### config.mk
export PLATFORM = sky130hd
export DESIGN_NAME = websocket_frame_deframer_top
export DESIGN_NICKNAME = d
export VERILOG_FILES = /design/src/rtl/core/wsd_pkg.sv /design/src/rtl/core/wsd_parser.sv /design/src/rtl/core/wsd_out_reg.sv /design/src/rtl/core/websocket_frame_deframer_top.sv
export SDC_FILE = /design/constraint.sdc
export NUM_CORES = 1
export LEC_CHECK = 0
export BUFFER_PORTS_ARGS = -buffer_cell sky130_fd_sc_hd__clkbuf_2
export CAP_MARGIN = 20
export CORE_UTILIZATION = 35
export CTS_CLUSTER_SIZE = 24
export DETAILED_ROUTE_END_ITERATION = 10
export HOLD_SLACK_MARGIN = 0.03
export PLACE_DENSITY = 0.54
export RECOVER_POWER = 50
export SLEW_MARGIN = 10
export SYNTH_ARGS = -nofsm -noshare
export SYNTH_HDL_FRONTEND = slang
export SYNTH_SLANG_ARGS = --single-unit
### constraint.sdc
create_clock -name clk -period 4.5 [get_ports clk]
set_input_delay 0.675 -clock clk [delete_from_list [all_inputs] [get_ports clk]]
set_output_delay 0.675 -clock clk [all_outputs]
set_load 0.02 [all_outputs]
### src/rtl/core/wsd_pkg.sv
`timescale 1ns / 1ps

package wsd_pkg;

  // Reset value of the payload length limit for the 64-bit length form
  localparam logic [31:0] MAX_LEN_RESET = 32'd1048576;

  // Codes of the 7-bit length field that select an extended length
  localparam logic [6:0] LEN7_EXT16 = 7'd126;
  localparam logic [6:0] LEN7_EXT64 = 7'd127;

  // Header byte counts at which an extended field or the mask key completes
  localparam logic [2:0] EXT16_LAST = 3'd1;
  localparam logic [2:0] EXT64_LAST = 3'd7;
  localparam logic [2:0] MASK_LAST  = 3'd3;

  typedef enum logic [6:0] {
    PH_HDR0  = 7'b0000001,
    PH_HDR1  = 7'b0000010,
    PH_EXT16 = 7'b0000100,
    PH_EXT64 = 7'b0001000,
    PH_MASK  = 7'b0010000,
    PH_DATA  = 7'b0100000,
    PH_HALT  = 7'b1000000
  } phase_t;

  typedef enum logic [1:0] {
    KIND_DATA  = 2'd0,
    KIND_EMPTY = 2'd1,
    KIND_ERROR = 2'd2
  } kind_t;

  typedef struct packed {
    kind_t       kind;
    logic [7:0]  data;
    logic [3:0]  opcode;
    logic        last;
  } result_t;

endpackage

### src/rtl/core/wsd_parser.sv
`timescale 1ns / 1ps

module wsd_parser (
  input  logic                clk,
  input  logic                rst,
  input  logic                step,
  input  logic [7:0]          byte_in,
  input  logic [31:0]         max_len,
  output logic                res_valid,
  output wsd_pkg::result_t    res
);
  import wsd_pkg::*;

  phase_t       phase, phase_next;
  logic [3:0]   opcode, opcode_next;
  logic         mask_on, mask_on_next;
  logic [2:0]   hdr_cnt, hdr_cnt_next;
  logic [31:0]  mask_key, mask_key_next;
  logic [63:0]  len_left, len_left_next;
  logic [1:0]   lane, lane_next;

  logic         len_known;
  logic         begin_pay;
  logic [7:0]   key_byte;

  // Key byte for the current lane: lane 0 takes the first key byte received
  assign key_byte = mask_key[{~lane, 3'b000} +: 8];

  always_comb begin
    phase_next    = phase;
    opcode_next   = opcode;
    mask_on_next  = mask_on;
    hdr_cnt_next  = hdr_cnt;
    mask_key_next = mask_key;
    len_left_next = len_left;
    lane_next     = lane;
    len_known     = 1'b0;
    begin_pay     = 1'b0;
    res_valid     = 1'b0;
    res.kind      = KIND_DATA;
    res.data      = 8'd0;
    res.opcode    = opcode;
    res.last      = 1'b0;

    unique case (phase)
      PH_HDR0: begin
        opcode_next = byte_in[3:0];
        phase_next  = PH_HDR1;
      end
      PH_HDR1: begin
        mask_on_next  = byte_in[7];
        hdr_cnt_next  = 3'd0;
        len_left_next = 64'd0;
        if (byte_in[6:0] == LEN7_EXT16) begin
          phase_next = PH_EXT16;
        end else if (byte_in[6:0] == LEN7_EXT64) begin
          phase_next = PH_EXT64;
        end else begin
          len_left_next = {57'd0, byte_in[6:0]};
          len_known     = 1'b1;
        end
      end
      PH_EXT16: begin
        len_left_next = {48'd0, len_left[7:0], byte_in};
        if (hdr_cnt >= EXT16_LAST) begin
          len_known = 1'b1;
        end else begin
          hdr_cnt_next = hdr_cnt + 3'd1;
        end
      end
      PH_EXT64: begin
        len_left_next = {len_left[55:0], byte_in};
        if (hdr_cnt >= EXT64_LAST) begin
          hdr_cnt_next = 3'd0;
          if (len_left_next > {32'd0, max_len}) begin
            // Drop the connection: report once, then ignore everything
            phase_next = PH_HALT;
            res_valid  = 1'b1;
            res.kind   = KIND_ERROR;
            res.last   = 1'b1;
          end else begin
            len_known = 1'b1;
          end
        end else begin
          hdr_cnt_next = hdr_cnt + 3'd1;
        end
      end
      PH_MASK: begin
        mask_key_next = {mask_key[23:0], byte_in};
        if (hdr_cnt >= MASK_LAST) begin
          begin_pay = 1'b1;
        end else begin
          hdr_cnt_next = hdr_cnt + 3'd1;
        end
      end
      PH_DATA: begin
        lane_next     = lane + 2'd1;
        len_left_next = len_left - 64'd1;
        res_valid     = 1'b1;
        res.data      = byte_in ^ key_byte;
        if (len_left == 64'd1) begin
          phase_next = PH_HDR0;
          res.last   = 1'b1;
        end
      end
      PH_HALT: begin
      end
      default: begin
      end
    endcase

    if (len_known) begin
      hdr_cnt_next  = 3'd0;
      mask_key_next = 32'd0;
      if (mask_on_next) begin
        phase_next = PH_MASK;
      end else begin
        begin_pay = 1'b1;
      end
    end

    if (begin_pay) begin
      lane_next    = 2'd0;
      hdr_cnt_next = 3'd0;
      if (len_left_next == 64'd0) begin
        phase_next = PH_HDR0;
        res_valid  = 1'b1;
        res.kind   = KIND_EMPTY;
        res.last   = 1'b1;
      end else begin
        phase_next = PH_DATA;
      end
    end
  end

  always_ff @(posedge clk) begin
    if (rst) begin
      phase    <= PH_HDR0;
      opcode   <= 4'd0;
      mask_on  <= 1'b0;
      hdr_cnt  <= 3'd0;
      mask_key <= 32'd0;
      len_left <= 64'd0;
      lane     <= 2'd0;
    end else if (step) begin
      phase    <= phase_next;
      opcode   <= opcode_next;
      mask_on  <= mask_on_next;
      hdr_cnt  <= hdr_cnt_next;
      mask_key <= mask_key_next;
      len_left <= len_left_next;
      lane     <= lane_next;
    end
  end

endmodule

### src/rtl/core/wsd_out_reg.sv
`timescale 1ns / 1ps

module wsd_out_reg (
  input  logic              clk,
  input  logic              rst,
  input  logic              step,
  input  logic              res_valid,
  input  wsd_pkg::result_t  res,
  output logic              space,
  output logic              out_valid,
  input  logic              out_ready,
  output wsd_pkg::result_t  out_res
);
  import wsd_pkg::*;

  // Room for a new result when empty or when the held one leaves this cycle
  assign space = !out_valid || out_ready;

  always_ff @(posedge clk) begin
    if (rst) begin
      out_valid <= 1'b0;
    end else if (space) begin
      out_valid <= step && res_valid;
    end
  end

  always_ff @(posedge clk) begin
    if (step && res_valid) begin
      out_res <= res;
    end
  end

endmodule

### src/rtl/core/websocket_frame_deframer_top.sv
`timescale 1ns / 1ps

// Channel   Handshake             Payload
// -------   --------------------  -------------------------------------------
// in        in_valid / in_ready   in_byte
// out       out_valid / out_ready result_kind, data_byte, frame_opcode_out,
//                                 last_of_frame
// cfg       cfg_valid / cfg_ready cfg_data (max_payload_len)
//
// One byte per cycle sustained while the output is not stalled. A byte is held
// in the input register, is parsed there by the header/payload state logic,
// and its result (if any) is registered in the output register. Synchronous
// reset clears the parse state and sets the length limit to 1 MiB. A stalled
// output holds the input register, which in turn drops in_ready; the config
// port is always ready.

module websocket_frame_deframer_top (
  input  logic        clk,
  input  logic        rst,
  input  logic        in_valid,
  output logic        in_ready,
  input  logic [7:0]  in_byte,
  output logic        out_valid,
  input  logic        out_ready,
  output logic [1:0]  result_kind,
  output logic [7:0]  data_byte,
  output logic [3:0]  frame_opcode_out,
  output logic        last_of_frame,
  input  logic        cfg_valid,
  output logic        cfg_ready,
  input  logic [31:0] cfg_data
);
  import wsd_pkg::*;

  logic        s1_valid;
  logic [7:0]  s1_byte;
  logic [31:0] max_len;
  logic        space;
  logic        step;
  logic        res_valid;
  result_t     res;
  result_t     out_res;

  // Parse the held item only when the output register can take its result
  assign step     = s1_valid && space;
  assign in_ready = !s1_valid || space;
  assign cfg_ready = 1'b1;

  // Input register: advance whenever the held item is consumed or empty
  always_ff @(posedge clk) begin
    if (rst) begin
      s1_valid <= 1'b0;
    end else if (in_ready) begin
      s1_valid <= in_valid;
    end
  end

  always_ff @(posedge clk) begin
    if (in_valid && in_ready) begin
      s1_byte <= in_byte;
    end
  end

  // Length limit for the 64-bit length form
  always_ff @(posedge clk) begin
    if (rst) begin
      max_len <= MAX_LEN_RESET;
    end else if (cfg_valid && cfg_ready) begin
      max_len <= cfg_data;
    end
  end

  wsd_parser u_parser (
    .clk       (clk),
    .rst       (rst),
    .step      (step),
    .byte_in   (s1_byte),
    .max_len   (max_len),
    .res_valid (res_valid),
    .res       (res)
  );

  wsd_out_reg u_out_reg (
    .clk       (clk),
    .rst       (rst),
    .step      (step),
    .res_valid (res_valid),
    .res       (res),
    .space     (space),
    .out_valid (out_valid),
    .out_ready (out_ready),
    .out_res   (out_res)
  );

  assign result_kind      = out_res.kind;
  assign data_byte        = out_res.data;
  assign frame_opcode_out = out_res.opcode;
  assign last_of_frame    = out_res.last;

endmodule
==> results of run 1 <==
[placed cells by master, fill, tap and decap left out, types with 8 or more instances in the layout]
| cell type | count |
|---|---|
| a211oi_1 | 32 |
| a21oi_1 | 118 |
| a22o_1 | 9 |
| a22oi_1 | 8 |
| a31oi_1 | 14 |
| and2_1 | 9 |
| and3_1 | 12 |
| buf_4 | 69 |
| clkbuf_1 | 20 |
| clkbuf_16 | 17 |
| clkbuf_2 | 44 |
| dfxtp_1 | 147 |
| edfxtp_1 | 23 |
| ha_1 | 38 |
| inv_1 | 47 |
| mux2i_1 | 43 |
| mux4_2 | 8 |
| nand2_1 | 145 |
| nand3_1 | 67 |
| nand4_1 | 30 |
| nor2_1 | 146 |
| nor3_1 | 45 |
| nor4_1 | 32 |
| o211ai_1 | 12 |
| o21ai_0 | 48 |
| o31ai_1 | 11 |
| or3_1 | 17 |
| or4_1 | 21 |
| xnor2_1 | 9 |
[stage by stage]
| step | utilization [%] | cell area [um2] | hold WS (ns) | worst slack, ns |
|---|---|---|---|---|
| finish | 40.7 | 12400 | 0.396 | 0.114 |
| global route | 40.7 | 12400 | 0.374 | 0.0165 |
| CTS | 40.7 | 12400 | 0.376 | 0.113 |
| detailed placement | 38.7 | 11800 | 0.424 | 0.154 |
| global placement | 38.7 | 11800 | 0.412 | 0.248 |
| floorplan | - | 10900 | 0.408 | 0.162 |
[final cells by class]
| type | count | area [um2] | area share, % |
|---|---|---|---|
| clock buffer | 18 | 429 | 3.45 |
| clock inverter | 14 | 180 | 1.45 |
| inverter | 47 | 176 | 1.42 |
| multi-input combinational | 1043 | 6660 | 53.5 |
| sequential | 170 | 3630 | 29.2 |
| tap | 396 | 495 | 3.98 |
| timing repair buffer | 135 | 870 | 6.99 |
[power by group through the flow]
stage	clock network, mW	registers, mW	logic, mW
global placement	0	1.65	0.609
CTS	1.54	1.62	0.613
floorplan	0	1.64	0.400
global route	1.60	1.63	0.674
detailed placement	0	1.66	0.610
finish	1.51	1.62	0.620
[timing repair]
action                     CTS  global route
setup endpoints to repair    0            15
setup buffers                0             0
gates resized for setup      0             2
[worst paths after layout]
kind / from / to / slack (ns) / cells after the start
worst max-delay path: u_parser.phase[2]$_SDFFE_PP0P_ / u_out_reg.out_res[4]$_DFFE_PP_ / 0.11 / 13
worst min-delay path: in_byte[3] / s1_byte[3]$_DFFE_PP_ / 0.40 / 1
worst max register to register: u_parser.phase[2]$_SDFFE_PP0P_ / u_out_reg.out_res[4]$_DFFE_PP_ / 0.11 / 13
worst min register to register: u_parser.opcode[2]$_SDFFE_PP0P_ / u_out_reg.out_res[3]$_DFFE_PP_ / 0.44 / 0
[state kept, by name (all words and copies together), names as in the netlist]
register and cells:
max_len 32, s1_byte 8, s1_valid 1, u_out_reg.out_res 15, u_out_reg.out_valid 1, u_parser.hdr_cnt 3
u_parser.lane 2, u_parser.len_left 64, u_parser.mask_key 32, u_parser.mask_on 1, u_parser.opcode 4, u_parser.phase 7
[cell families after synthesis]
group,after synthesis,share of synthesized area (%)
adders and majority gates,38,4.36
AOI/OAI and AO/OA,350,21.3
and+or+nand+nor,589,28.2
xor gates and xnor gates,11,0.883
muxes,54,5.91
buffers and inverters,161,5.93
DFF,170,33.3
other,1,0.0344
[worst max-delay path, cell delays in order (launching register included)]
cell	delay [ns]
dfxtp_1	0.46
nor4b_4	0.41
buf_4	0.25
nand2_1	0.08
buf_4	0.22
nor4_1	0.37
mux2i_1	0.20
a2111oi_0	0.64
nand4_1	0.18
nor4_1	0.42
buf_4	0.20
nand4_1	0.16
a31oi_2	0.27
buf_4	0.22
[routing by layer]
layer | global-route usage [%] | part of all wire (%)
met1 | 31.7 | 45
met2 | 38.3 | 46
met3 | 3.67 | 5.5
met4 | 10.8 | 3.6
met5 | 0 | 0
==> impl_metrics.yaml, run 1 <==
clocking:
  cts-hold-fix-buffers: 0
  clk_latency_ns: 0.45
  root_buffer: "clkbuf_16"
  tritoncts: "yes"
  cts_buffers: 17
  cts.clk_slew.worst_paths_ns: 0.08
  clock_sinks: 170
  htreeDepth: 4
  clockBufferDepth: 2
detailed_routing:
  vias: 10900
  postRouteAntennaNets: 0
  vias_per_cell: 5.98
  drt_iter0_markers: 1095
  wire_per_inst_um: 20.5
  dr.pass1.iters: 5
  drc_errors: 0
  drt-total-wl_mm: 37.4
synthesis:
  yosysMostFrequentCell: "dfxtp_1"
  synthTopCellsByCount: "147 x dfxtp_1, 146 x nor2_1, 145 x nand2_1"
  syn_area_um2: 10900
  synth_edf_count: 23
  synth-seq-cells: 170
  synth_cell_types: 90
  synth.largest_area_cell: "dfxtp_1"
  yosysSeqAreaShare_pct: 33.3
  synth_flop_cell: "dfxtp_1"
  yosys-top-cells-area: "dfxtp_1 27%, edfxtp_1 6.3%, a21oi_1 5.4%"
  async_reset_ff_share_pct: 0
  synth_cells: 1374
  syn_nets: 1457
  yosysTopAreaCellShare_pct: 27.0
  synth_warnings: 0
  synthesis.area_per_instance_um2: 7.94
global_routing:
  antenna_found_initial: 0
  grt_pass1_wl_mm: 58.8
  track_usage_pct: 24.0
  grt.overflow.total: 0
  grt_max_degree: 71
  grt_pass1_vias: 10300
run_status:
  status: "finished, violations left"
  failed_checks: "capacitance limit, slew limit"
placement:
  gp_congestion: 0.942
  hpwl_mm: 26.7
  portBuffers: 61
  dp.cells: 1790
timing:
  fin_skew_ns: 0.0142
  rsz0062_at_grt: "false"
  tightest_slew_ns: 2.35
  drv_slew: 116
  finalSetupViolCount: 0
  fin_crit_sh_pct: 97.5
  fin_crit_ns: 4.39
  fin_setup_tns_ns: 0
  relSlewSlack_pct: -56.9
  fmax_mhz: 228
  hold_viol: 0
die:
  die_area_um2: 31900
  rows: 64
  fp.dieW_um: 179
  io_pins: 63
  die_h_um: 179
  start_util_pct: 35.7
  coreArea_um2: 30600
hold_path:
  worst_hold_path_type: "in2reg"
flow_run:
  cap_violations: 2
power:
  switchingPower_mw: 1.19
  seq_power_share_pct: 43.3
  p_comb_share_pct: 16.6
  p_leak_nw: 4.60
  ir_worst_vdd_v: 0.000265
  powerDensity_nw_per_um2: 301
  p_clk_share_pct: 40.2
  power_mw: 3.75
  intPower_mw: 2.56
  switching_share_pct: 31.7
critical_path:
  path_class: "reg2reg"
  crit_arrival_ns: 4.53
  cp.required_ns: 4.65
  worst-path-max-fanout: 17
  startpoint_type: "flop"
  endpoint_kind: "flop"
finish:
  drive_gt1_share_pct: 14.2
  area_delta_synth_final_pct: 14.1
  stdcell_count: 1823
  n_antenna_cell: 0
  fill_cells: 3154
  nets: 1497
Power figures use the tool's default switching activity.
==> run 2: changes to the inputs <==
--- a/config.mk
+++ b/config.mk
@@ -11,7 +11,7 @@
 export CTS_CLUSTER_SIZE = 24
 export DETAILED_ROUTE_END_ITERATION = 10
 export HOLD_SLACK_MARGIN = 0.03
-export PLACE_DENSITY = 0.54
+export PLACE_DENSITY = 0.52
 export RECOVER_POWER = 50
 export SLEW_MARGIN = 10
 export SYNTH_ARGS = -nofsm -noshare
==> constraint.sdc (replaced) <==
create_clock -name clk -period 5.25 [get_ports clk]
set_input_delay 0.7875 -clock clk [delete_from_list [all_inputs] [get_ports clk]]
set_output_delay 0.7875 -clock clk [all_outputs]
set_load 0.02 [all_outputs]
==> impl_metrics.yaml, run 2 (synthesized netlist as in run 1, its figures left out) <==
run_status:
  status: "finished, violations left"
  failed_checks: "capacitance limit, slew limit"
die:
  start_util_pct: 35.7
  io_pins: 63
  die_h_um: 179
  rows: 64
  fp.dieW_um: 179
  die_area_um2: 31900
  coreArea_um2: 30600
clocking:
  root_buffer: "clkbuf_16"
  htreeDepth: 4
  cts_buffers: 17
  cts_resized: 0
  cts.clk_slew.worst_paths_ns: 0.07
  tritoncts: "yes"
  cts-hold-fix-buffers: 0
  clock_sinks: 170
  postCtsSetupRepairBufs: 0
  clockBufferDepth: 2
  clk_latency_ns: 0.45
critical_path:
  path_class: "reg2reg"
  endpoint_kind: "flop"
  cp.required_ns: 5.40
  startpoint_type: "flop"
  worst-path-max-fanout: 13
  crit_arrival_ns: 5.14
finish:
  final_common_cell: "dfxtp_1"
  area_delta_synth_final_pct: 11.3
  drive_gt1_share_pct: 12.1
  reg_top3: "u_parser.len_left x64, max_len x32, u_parser.mask_key x32"
  nets: 1467
  regMostFlops: "u_parser.len_left"
  mostFrequentLayoutCells: "147 x dfxtp_1, 146 x nor2_1, 145 x nand2_1, 118 x a21oi_1, 67 x nand3_1"
  utilization_pct: 39.7
  largest_reg_flops: 64
  n_antenna_cell: 0
timing:
  finalSetupViolCount: 0
  hold_viol: 0
  fin_crit_sh_pct: 94.9
  drv_slew: 102
  fin_setup_tns_ns: 0
  rsz0062_at_grt: "false"
  fmax_mhz: 201
  fin_skew_ns: 0.0175
  fin_crit_ns: 4.98
  tightest_slew_ns: 3.22
  relSlewSlack_pct: -115
global_routing:
  grt_pass1_wl_mm: 59.2
  grt.overflow.total: 0
  grt_max_degree: 65
  track_usage_pct: 24.2
  antenna_found_initial: 0
  grt_pass1_vias: 10400
detailed_routing:
  drt_iter0_markers: 932
  dr.pass1.iters: 7
  wire_per_inst_um: 21.1
  drt-total-wl_mm: 37.8
  drc_errors: 0
  postRouteAntennaNets: 0
  vias: 10900
  vias_per_cell: 6.06
placement:
  gp_congestion: 0.902
  hpwl_mm: 26.9
  portBuffers: 61
power:
  seq_power_share_pct: 44.4
  p_leak_nw: 4.42
  switching_share_pct: 31.5
  p_clk_share_pct: 39.6
  powerDensity_nw_per_um2: 259
  intPower_mw: 2.16
  p_comb_share_pct: 16.0
  ir_worst_vdd_v: 0.000217
  power_mw: 3.15
  switchingPower_mw: 0.991
flow_run:
  cap_violations: 2
hold_path:
  worst_hold_path_type: "reg2reg"
==> run 2: changes by cell type in the layout (fill, tap and decap cells not counted), sizes merged <==
cell	change
buf	-31
clkinv	-3
inv	+2
clkbuf	+1
clkinvlp	+1
==> run 2: through the flow <==
| step | cell area, um2 | instances | hold WS [ns] | worst slack, ns |
|---|---|---|---|---|
| floorplan | 10900 | 1374 | 0.408 | 0.912 |
| global placement | 11600 | 1760 | 0.413 | 0.401 |
| detailed placement | 11600 | 1760 | 0.419 | 0.358 |
| CTS | 12200 | 1792 | 0.436 | 0.335 |
| global route | 12100 | 1793 | 0.445 | 0.0981 |
| finish | 12100 | 1793 | 0.438 | 0.265 |
==> run 2: final cells by class <==
class	instances	area, um2
fillers	3245	18500
multi-input cells	1043	6660
repair buffers	105	613
inverters	47	176
clock buffers	18	429
clock inverters	14	135
well taps	396	495
flip-flops and latches	170	3630
==> run 2: power groups by stage <==
| stage | Combinational, mW | Sequential [mW] | Clock (mW) |
|---|---|---|---|
| finish | 0.504 | 1.40 | 1.25 |
| CTS | 0.495 | 1.40 | 1.28 |
| floorplan | 0.343 | 1.41 | 0 |
| global placement | 0.489 | 1.43 | 0 |
| detailed placement | 0.492 | 1.43 | 0 |
| global route | 0.550 | 1.40 | 1.32 |
==> run 2: worst max-delay path, stage by stage (launching register included) <==
cell and delay [ns]:
dfxtp_1 0.32, nor4_2 0.51, nand4_1 0.71, buf_4 0.39, or4_4 0.55, o311a_1 0.30
a211oi_1 0.31, nand3_1 0.15, nor4_1 0.57, nand4_1 0.34, a31oi_2 0.29, buf_4 0.23
==> run 2: worst paths after layout <==
kind	start	to	slack, ns	depth (start not counted)
setup / recovery	u_parser.len_left[8]$_SDFFE_PP0P_	u_out_reg.out_res[1]$_DFFE_PP_	0.27	11
hold / removal	u_parser.opcode[2]$_SDFFE_PP0P_	u_out_reg.out_res[3]$_DFFE_PP_	0.44	0
setup reg to reg	u_parser.len_left[8]$_SDFFE_PP0P_	u_out_reg.out_res[1]$_DFFE_PP_	0.27	11
hold reg to reg	u_parser.opcode[2]$_SDFFE_PP0P_	u_out_reg.out_res[3]$_DFFE_PP_	0.44	0
==> run 2: per-layer routing <==
metal  routed length (um)  share of wire (%)  global-route usage, %  up-vias
met1                16800                 44                   32.3     5217
met2                17300                 46                   38.7      443
met3                 2480                6.6                   3.88       85
met4                 1160                3.1                   9.71        0
li1                     -                  -                      -     5127
met5                    0                  0                      0        -
==> run 3: changes to the inputs <==
==> constraint.sdc (replaced) <==
create_clock -name clk -period 5.25 [get_ports clk]
set_input_delay 0.525 -clock clk [delete_from_list [all_inputs] [get_ports clk]]
set_output_delay 0.525 -clock clk [all_outputs]
set_load 0.02 [all_outputs]
==> impl_metrics.yaml, run 3 (synthesized netlist as in run 1, its figures left out) <==
power:
  p_leak_nw: 4.43
  powerDensity_nw_per_um2: 268
  ir_worst_vdd_v: 0.000252
detailed_routing:
  postRouteAntennaNets: 0
  drt_iter0_markers: 1123
  wire_per_inst_um: 21.1
  drt-total-wl_mm: 37.6
  drc_errors: 0
  vias_per_cell: 6.03
  vias: 10800
  dr.pass1.iters: 5
critical_path:
  endpoint_kind: "flop"
  cp.required_ns: 5.41
  reg2reg_to: "u_out_reg.out_res[2]$_DFFE_PP_"
  startpoint_type: "flop"
  ff2ff_setup_slack_ns: 0.27
  crit_arrival_ns: 5.14
  worst-path-max-fanout: 15
  reg2reg_from: "u_parser.phase[1]$_SDFFE_PP0P_"
  path_class: "reg2reg"
  ff2ff_path_depth: 12
finish:
  nets: 1462
  regMostFlops: "u_parser.len_left"
  n_antenna_cell: 0
  fill_cells: 3185
  seq_area_um2: 3630
  drive_gt1_share_pct: 11.9
  final_common_cell: "dfxtp_1"
  mostFrequentLayoutCells: "147 x dfxtp_1, 146 x nor2_1, 145 x nand2_1, 118 x a21oi_1, 67 x nand3_1"
  reg_top3: "u_parser.len_left x64, max_len x32, u_parser.mask_key x32"
  area_delta_synth_final_pct: 11.5
  stdcell_count: 1788
  multi_input_area_um2: 6650
  largest_reg_flops: 64
placement:
  hpwl_mm: 26.4
  gp_congestion: 0.900
  dp.cells: 1755
  portBuffers: 61
die:
  start_util_pct: 35.7
  die_h_um: 179
  coreArea_um2: 30600
  die_area_um2: 31900
  io_pins: 63
  fp.dieW_um: 179
  rows: 64
clocking:
  cts_buffers: 17
  root_buffer: "clkbuf_16"
  clk_latency_ns: 0.45
  cts.clk_slew.worst_paths_ns: 0.08
  htreeDepth: 4
  postCtsSetupRepairBufs: 0
  clock_sinks: 170
  clockBufferDepth: 2
  tritoncts: "yes"
hold_path:
  hp-start: "in_byte[1]"
  worst_hold_path_type: "in2reg"
  min_to: "s1_byte[1]$_DFFE_PP_"
  min_path_cells: 1
run_status:
  status: "finished, violations left"
  failed_checks: "capacitance limit, slew limit"
timing:
  hold_viol: 0
  fin_crit_ns: 4.98
  fmax_mhz: 201
  tightest_slew_ns: 2.91
  hold_ws_ns: 0.254
  drv_slew: 183
  fin_setup_tns_ns: 0
  rsz0062_at_grt: "false"
  finalSetupViolCount: 0
  relSlewSlack_pct: -94.2
  fin_crit_sh_pct: 94.9
  fin_skew_ns: 0.0237
global_routing:
  grt.overflow.total: 0
  grt_max_degree: 85
  track_usage_pct: 24.0
  antenna_found_initial: 0
  grt_pass1_wl_mm: 58.7
  grt_pass1_vias: 10100
flow_run:
  cap_violations: 3
-- run 3: repair_timing --
item | 4_1_cts | 5_1_grt
hold buffers | 0 | 0
endpoints found under the setup margin | 0 | 9
resized for setup | 0 | 1
-- run 3: report_power, final --
group	leakage, nW	switching [mW]	total (mW)	internal [mW]
registers	1.44	0.0482	1.40	1.35
logic	2.68	0.321	0.497	0.176
clock network	0.309	0.658	1.36	0.707
total	4.43	1.03	3.26	2.23
-- run 3: per-stage QoR --
step	setup slack, ns	total power [mW]	utilization [%]	cell area [um2]
after floorplan	0.912	1.75	-	10900
after global placement	0.407	1.91	37.8	11600
after detailed placement	0.336	1.92	37.8	11600
after CTS	0.290	3.28	39.9	12200
after global routing	0.129	3.39	39.8	12200
final	0.266	3.26	39.8	12200
-- run 3: how the worst max path moves through the flow --
stage,from,end,slack [ns],depth (start not counted)
finish,u_parser.phase[1]$_SDFFE_PP0P_,u_out_reg.out_res[2]$_DFFE_PP_,0.27,12
detailed placement,u_parser.len_left[0]$_SDFFE_PP0P_,u_out_reg.out_res[1]$_DFFE_PP_,0.34,12
CTS,u_parser.len_left[0]$_SDFFE_PP0P_,u_out_reg.out_res[2]$_DFFE_PP_,0.29,12
global route,u_parser.len_left[1]$_SDFFE_PP0P_,u_out_reg.out_res[2]$_DFFE_PP_,0.13,12
floorplan,u_parser.len_left[22]$_SDFFE_PP0P_,u_out_reg.out_res[0]$_DFFE_PP_,0.91,10
global placement,u_parser.len_left[0]$_SDFFE_PP0P_,u_out_reg.out_res[1]$_DFFE_PP_,0.41,12
-- run 3: worst max-delay path, stage by stage (launching register included) --
cell	delay (ns)
dfxtp_1	0.47
nor3_2	0.29
buf_4	0.23
nand2_1	0.08
buf_4	0.23
nor4_1	0.94
a22oi_1	0.26
a211oi_1	0.53
nand4_1	0.16
nor4_1	0.59
nand4_1	0.33
a31oi_2	0.34
buf_4	0.24
-- run 3: cell type report --
type                            count  share of cell area, %
Tap cell                          396                   4.07
Sequential cell                   170                   29.9
Clock buffer                       18                   3.61
Clock inverter                     14                   1.57
Timing Repair Buffer              100                   4.77
Multi-Input combinational cell   1043                   54.6
Inverter                           47                   1.45
-- run 3: per-layer routing --
layer | vias up | global-route usage [%] | part of all wire, %
li1 | 5126 | - | -
met1 | 5130 | 32.2 | 45
met2 | 455 | 37.9 | 45
met3 | 77 | 3.82 | 6.8
met4 | 0 | 10.4 | 3.4
met5 | - | 0 | 0
